[src/rtl/core/tccs_pkg.sv]
// Shared types and constants for the text console cursor/scroll core.
// No dependencies.
package tccs_pkg;

    localparam int POS_W  = 11;
    localparam int BYTE_W = 8;

    localparam logic [BYTE_W-1:0] NEWLINE_CHAR = 8'd10;
    localparam logic [BYTE_W-1:0] BLANK_CHAR   = 8'd0;

    typedef enum logic [1:0] {
        KIND_PUT  = 2'd0,
        KIND_SET  = 2'd1,
        KIND_READ = 2'd2,
        KIND_NONE = 2'd3
    } t_kind;

    typedef struct packed {
        t_kind             kind;
        logic [BYTE_W-1:0] character;
        logic [POS_W-1:0]  position;
    } t_in_item;

    typedef struct packed {
        logic [POS_W-1:0]  cursor;
        logic [BYTE_W-1:0] cell_data;
        logic              scrolled;
        logic              bad_position;
    } t_out_item;

    typedef enum logic [2:0] {
        ST_CLEAR,
        ST_IDLE,
        ST_SPLIT,
        ST_READ,
        ST_SHIFT,
        ST_ZERO,
        ST_DONE
    } t_state;

endpackage

[src/rtl/core/tccs_col_split.sv]
// Column of a cell index: position mod COLUMNS by reciprocal multiply, two stages.
// Depends on tccs_pkg.
module tccs_col_split
    import tccs_pkg::*;
#(
    parameter int COLUMNS = 80,
    localparam int CLW = $clog2(COLUMNS)
) (
    input  logic             i_clk,
    input  logic             i_rst_n,
    input  logic             i_start,
    input  logic [POS_W-1:0] i_position,
    output logic             o_done,
    output logic [CLW-1:0]   o_col
);

    localparam int SH   = POS_W + CLW;
    localparam int MW   = POS_W + 2;
    localparam int PW   = SH + POS_W;
    localparam int MULT = ((1 << SH) + COLUMNS - 1) / COLUMNS;
    localparam logic [MW-1:0] MULT_V = MW'(MULT);

    logic             r_v1;
    logic             r_v2;
    logic [PW-1:0]    r_prod;
    logic [POS_W-1:0] r_pos1;
    logic [CLW-1:0]   r_col;

    logic [POS_W-1:0]   quot;
    logic [2*POS_W-1:0] qc_full;
    logic [POS_W-1:0]   rem;

    assign quot    = r_prod[SH +: POS_W];
    assign qc_full = {{POS_W{1'b0}}, quot} * (2*POS_W)'(COLUMNS);
    assign rem     = r_pos1 - qc_full[POS_W-1:0];

    always_ff @(posedge i_clk) begin
        if (!i_rst_n) begin
            r_v1 <= 1'b0;
            r_v2 <= 1'b0;
        end else begin
            r_v1 <= i_start;
            r_v2 <= r_v1;
        end
    end

    always_ff @(posedge i_clk) begin
        if (i_start) begin
            r_prod <= PW'(i_position) * PW'(MULT_V);
            r_pos1 <= i_position;
        end
        if (r_v1) begin
            r_col <= rem[CLW-1:0];
        end
    end

    assign o_done = r_v2;
    assign o_col  = r_col;

endmodule

[config.mk]
export PLATFORM = sky130hd
export DESIGN_NAME = tccs_col_split
export DESIGN_NICKNAME = d
export VERILOG_FILES = /design/src/rtl/core/tccs_pkg.sv /design/src/rtl/core/tccs_col_split.sv
export SDC_FILE = /design/constraint.sdc
export NUM_CORES = 1
export LEC_CHECK = 0
export BUFFER_PORTS_ARGS = -buffer_cell sky130_fd_sc_hd__buf_4
export CORE_MARGIN = 2
export CORE_UTILIZATION = 40
export CTS_CLUSTER_SIZE = 40
export DETAILED_ROUTE_END_ITERATION = 6
export PLACE_DENSITY = 0.54
export SKIP_CTS_REPAIR_TIMING = 1
export SLEW_MARGIN = 20
export SYNTH_ARGS = -nofsm -noshare
export SYNTH_HDL_FRONTEND = slang
export SYNTH_SLANG_ARGS = --single-unit
[constraint.sdc]
create_clock -name i_clk -period 6.3 [get_ports i_clk]
set_clock_uncertainty 0.05 [all_clocks]
set_input_delay 0.63 -clock i_clk [delete_from_list [all_inputs] [get_ports i_clk]]
set_output_delay 0.63 -clock i_clk [all_outputs]
set_load 0.01 [all_outputs]
==> metrics.cfg <==
[clock_tree]
clk_latency_ns = 0.25
clock-sinks = 19
htree_levels = 1
cts_made_buffers = 3
cts.path.max_buffers = 2
cts_tree = done
cts-root-buf = clkbuf_8
clk_pin_slew_ns = 0.07

[global_route]
grt_pass1_wl_mm = 8.20
grt_max_degree = 12
antenna_found_initial = 0
grt_use_total = 0.149
grt_pass1_vias = 1649
globalRouteOverflowTotal = 0

[synth]
synth.most_common_cell = inv_1
ys_seq_area_frac = 0.215
ys_types = 27
yosysWarnings = 0
synth_async_sr_flop_share = 0
synth_area_sq_um = 2560
netlist_top_cells_area = ha_1 32%, fa_1 23%, edfxtp_1 20%
synth_top_area_frac = 0.318
yosys.area.top_type = ha_1
synth_seq_cells = 19
synth_edf_count = 17
syn_nets = 340
synthTopCellsByCount = 66 x inv_1, 65 x ha_1, 30 x fa_1, 17 x edfxtp_1, 9 x xnor2_1
synth.avg_cell_area_sq_um = 11.1
synthFlopType = edfxtp_1
syn_inst = 231

[routing]
drtAntennaViolNets = 0
drt_wl_total_mm = 4.82
via_count = 1551
first_iter_violations = 41
drc = 0
dr.pass1.iters = 3
viasPerCell = 4.66
wl_per_cell_um = 14.5

[worst_setup_path]
required_ns = 6.25
arrival_ns = 4.58
crit_type = in2reg
worstSetupStartpointType = primary input
worst_setup_path_end_kind = flop
cp_max_fo = 7

[timing]
slew_headroom = 0.779
layout_min_cycle_time_ns = 4.63
tightestPinTransition_ns = 0.331
fin_ws_ns = 1.67
period_share = 0.735
slew_violations = 0
final-hold-violation-count = 0
rsz0062_at_grt = false
setup_tns_ns = 0
setup_viol = 0
max_freq_ghz = 0.216

[finish]
post-route-util = 0.455
nets = 366
fillers = 616
area_delta_synth_final_pct = 11.7
layout-drive-gt1-share = 0.105
n_antenna_cell = 0
stdcell_area_sq_um = 2860
instances_no_fill = 333

[power]
switchingPower_uw = 370
power_leakage_uw = 0.00150
swShare = 0.437
seqPwrFrac = 0.218
p_per_area_nw_per_um2 = 297
internal_power_uw = 478
pwr-share-clk = 0.096
vdd_drop_max_mv = 0.164
comb_power_share = 0.687

[place]
pre_cts_slack_ns = 1.38
placed_area_sq_um = 2810
io_buffers = 21
dp_hpwl_mm = 4.46
placed_cells = 329
place.gp.congestion = 0.864

[min_path]
min_path_type = reg2reg

[job]
cap_violations = 0

[floorplanning]
die_area_sq_um = 7050
row_count = 29
ios = 22
dieWidth_um = 83.9
fp.dieH_um = 83.9
start_util = 0.407
core_area_sq_um = 6280

[status]
status = finished, final reports clean

power by group through the flow:
stage | Sequential, uW | Clock (uW) | Combinational, uW
2_1_floorplan | 190 | 0 | 430
3_3_place_gp | 187 | 0 | 582
3_5_place_dp | 187 | 0 | 584
4_1_cts | 185 | 83.9 | 591
5_1_grt | 187 | 91.4 | 678
6_report | 185 | 81.2 | 582
state kept, by name (all words and copies together), names as in the netlist:
| name | count |
|---|---|
| r_pos1 | 7 |
| r_v1 | 1 |
| o_col | 7 |
| o_done | 1 |
| r_prod | 3 |
cells by family (layout without fill, tap and decap cells):
| kind of cell | Yosys count | in the layout | synth area share |
|---|---|---|---|
| fa+ha+maj | 95 | 95 | 0.553 |
| buf+inv | 66 | 91 | 0.0969 |
| simple gates | 23 | 23 | 0.0504 |
| flops | 19 | 19 | 0.215 |
| compound gates | 17 | 17 | 0.0465 |
| xor+xnor | 11 | 11 | 0.0377 |
worst max-delay path, cell delays in order:
cell      delay [ns]
buf_4           0.16
ha_1            0.35
ha_1            0.35
inv_1           0.08
fa_1            0.53
inv_1           0.05
fa_1            0.53
inv_1           0.05
fa_1            0.49
inv_1           0.04
ha_1            0.29
and4_1          0.22
and2_1          0.16
a221oi_1        0.33
o211ai_1        0.17
xnor2_1         0.14
final cells by class:
class | instances | area [sq um] | area share
Sequential cell | 19 | 551 | 0.193
Clock buffer | 4 | 45.0 | 0.0158
Multi-Input combinational cell | 146 | 1760 | 0.616
Inverter | 66 | 248 | 0.0868
Tap cell | 77 | 96.3 | 0.0337
Timing Repair Buffer | 21 | 158 | 0.0552
stage by stage:
step / power [uW] / hold WS, ns
floorplan: 619 / 0.350
global placement: 769 / 0.352
detailed placement: 772 / 0.355
CTS: 860 / 0.370
global route: 956 / 0.378
finish: 848 / 0.369
cells in the final DEF (no fill, tap or decap), types with 2 or more instances in the layout:
| master | count |
|---|---|
| ha_1 | 65 |
| o211ai_1 | 2 |
| a21oi_1 | 5 |
| fa_1 | 30 |
| edfxtp_1 | 17 |
| dfxtp_1 | 2 |
| xnor2_1 | 9 |
| clkbuf_8 | 3 |
| a21oi_2 | 2 |
| nand4_1 | 3 |
| a221oi_1 | 2 |
| buf_4 | 21 |
| and2_1 | 3 |
| inv_1 | 66 |
| xor2_1 | 2 |
| nand3_1 | 6 |
| a21o_1 | 2 |
| nand2_1 | 4 |
final timing paths:
kind	startpoint	end	slack, ns	cells after the start
max	i_position[2]	r_prod[20]	1.67	16
min	r_pos1[1]	o_col[1]	0.37	0
max reg2reg	r_prod[18]	o_col[6]	4.64	4
min reg2reg	r_pos1[1]	o_col[1]	0.37	0
layer usage:
metal / up-vias / global-route usage / part of all wire
met5: - / 0 / 0
met4: 0 / 0.0176 / 0.0027
met1: 731 / 0.209 / 0.50
met3: 2 / 0.0138 / 0.016
li1: 803 / - / -
met2: 15 / 0.259 / 0.48
No activity file was read; power rests on OpenSTA's default activity.
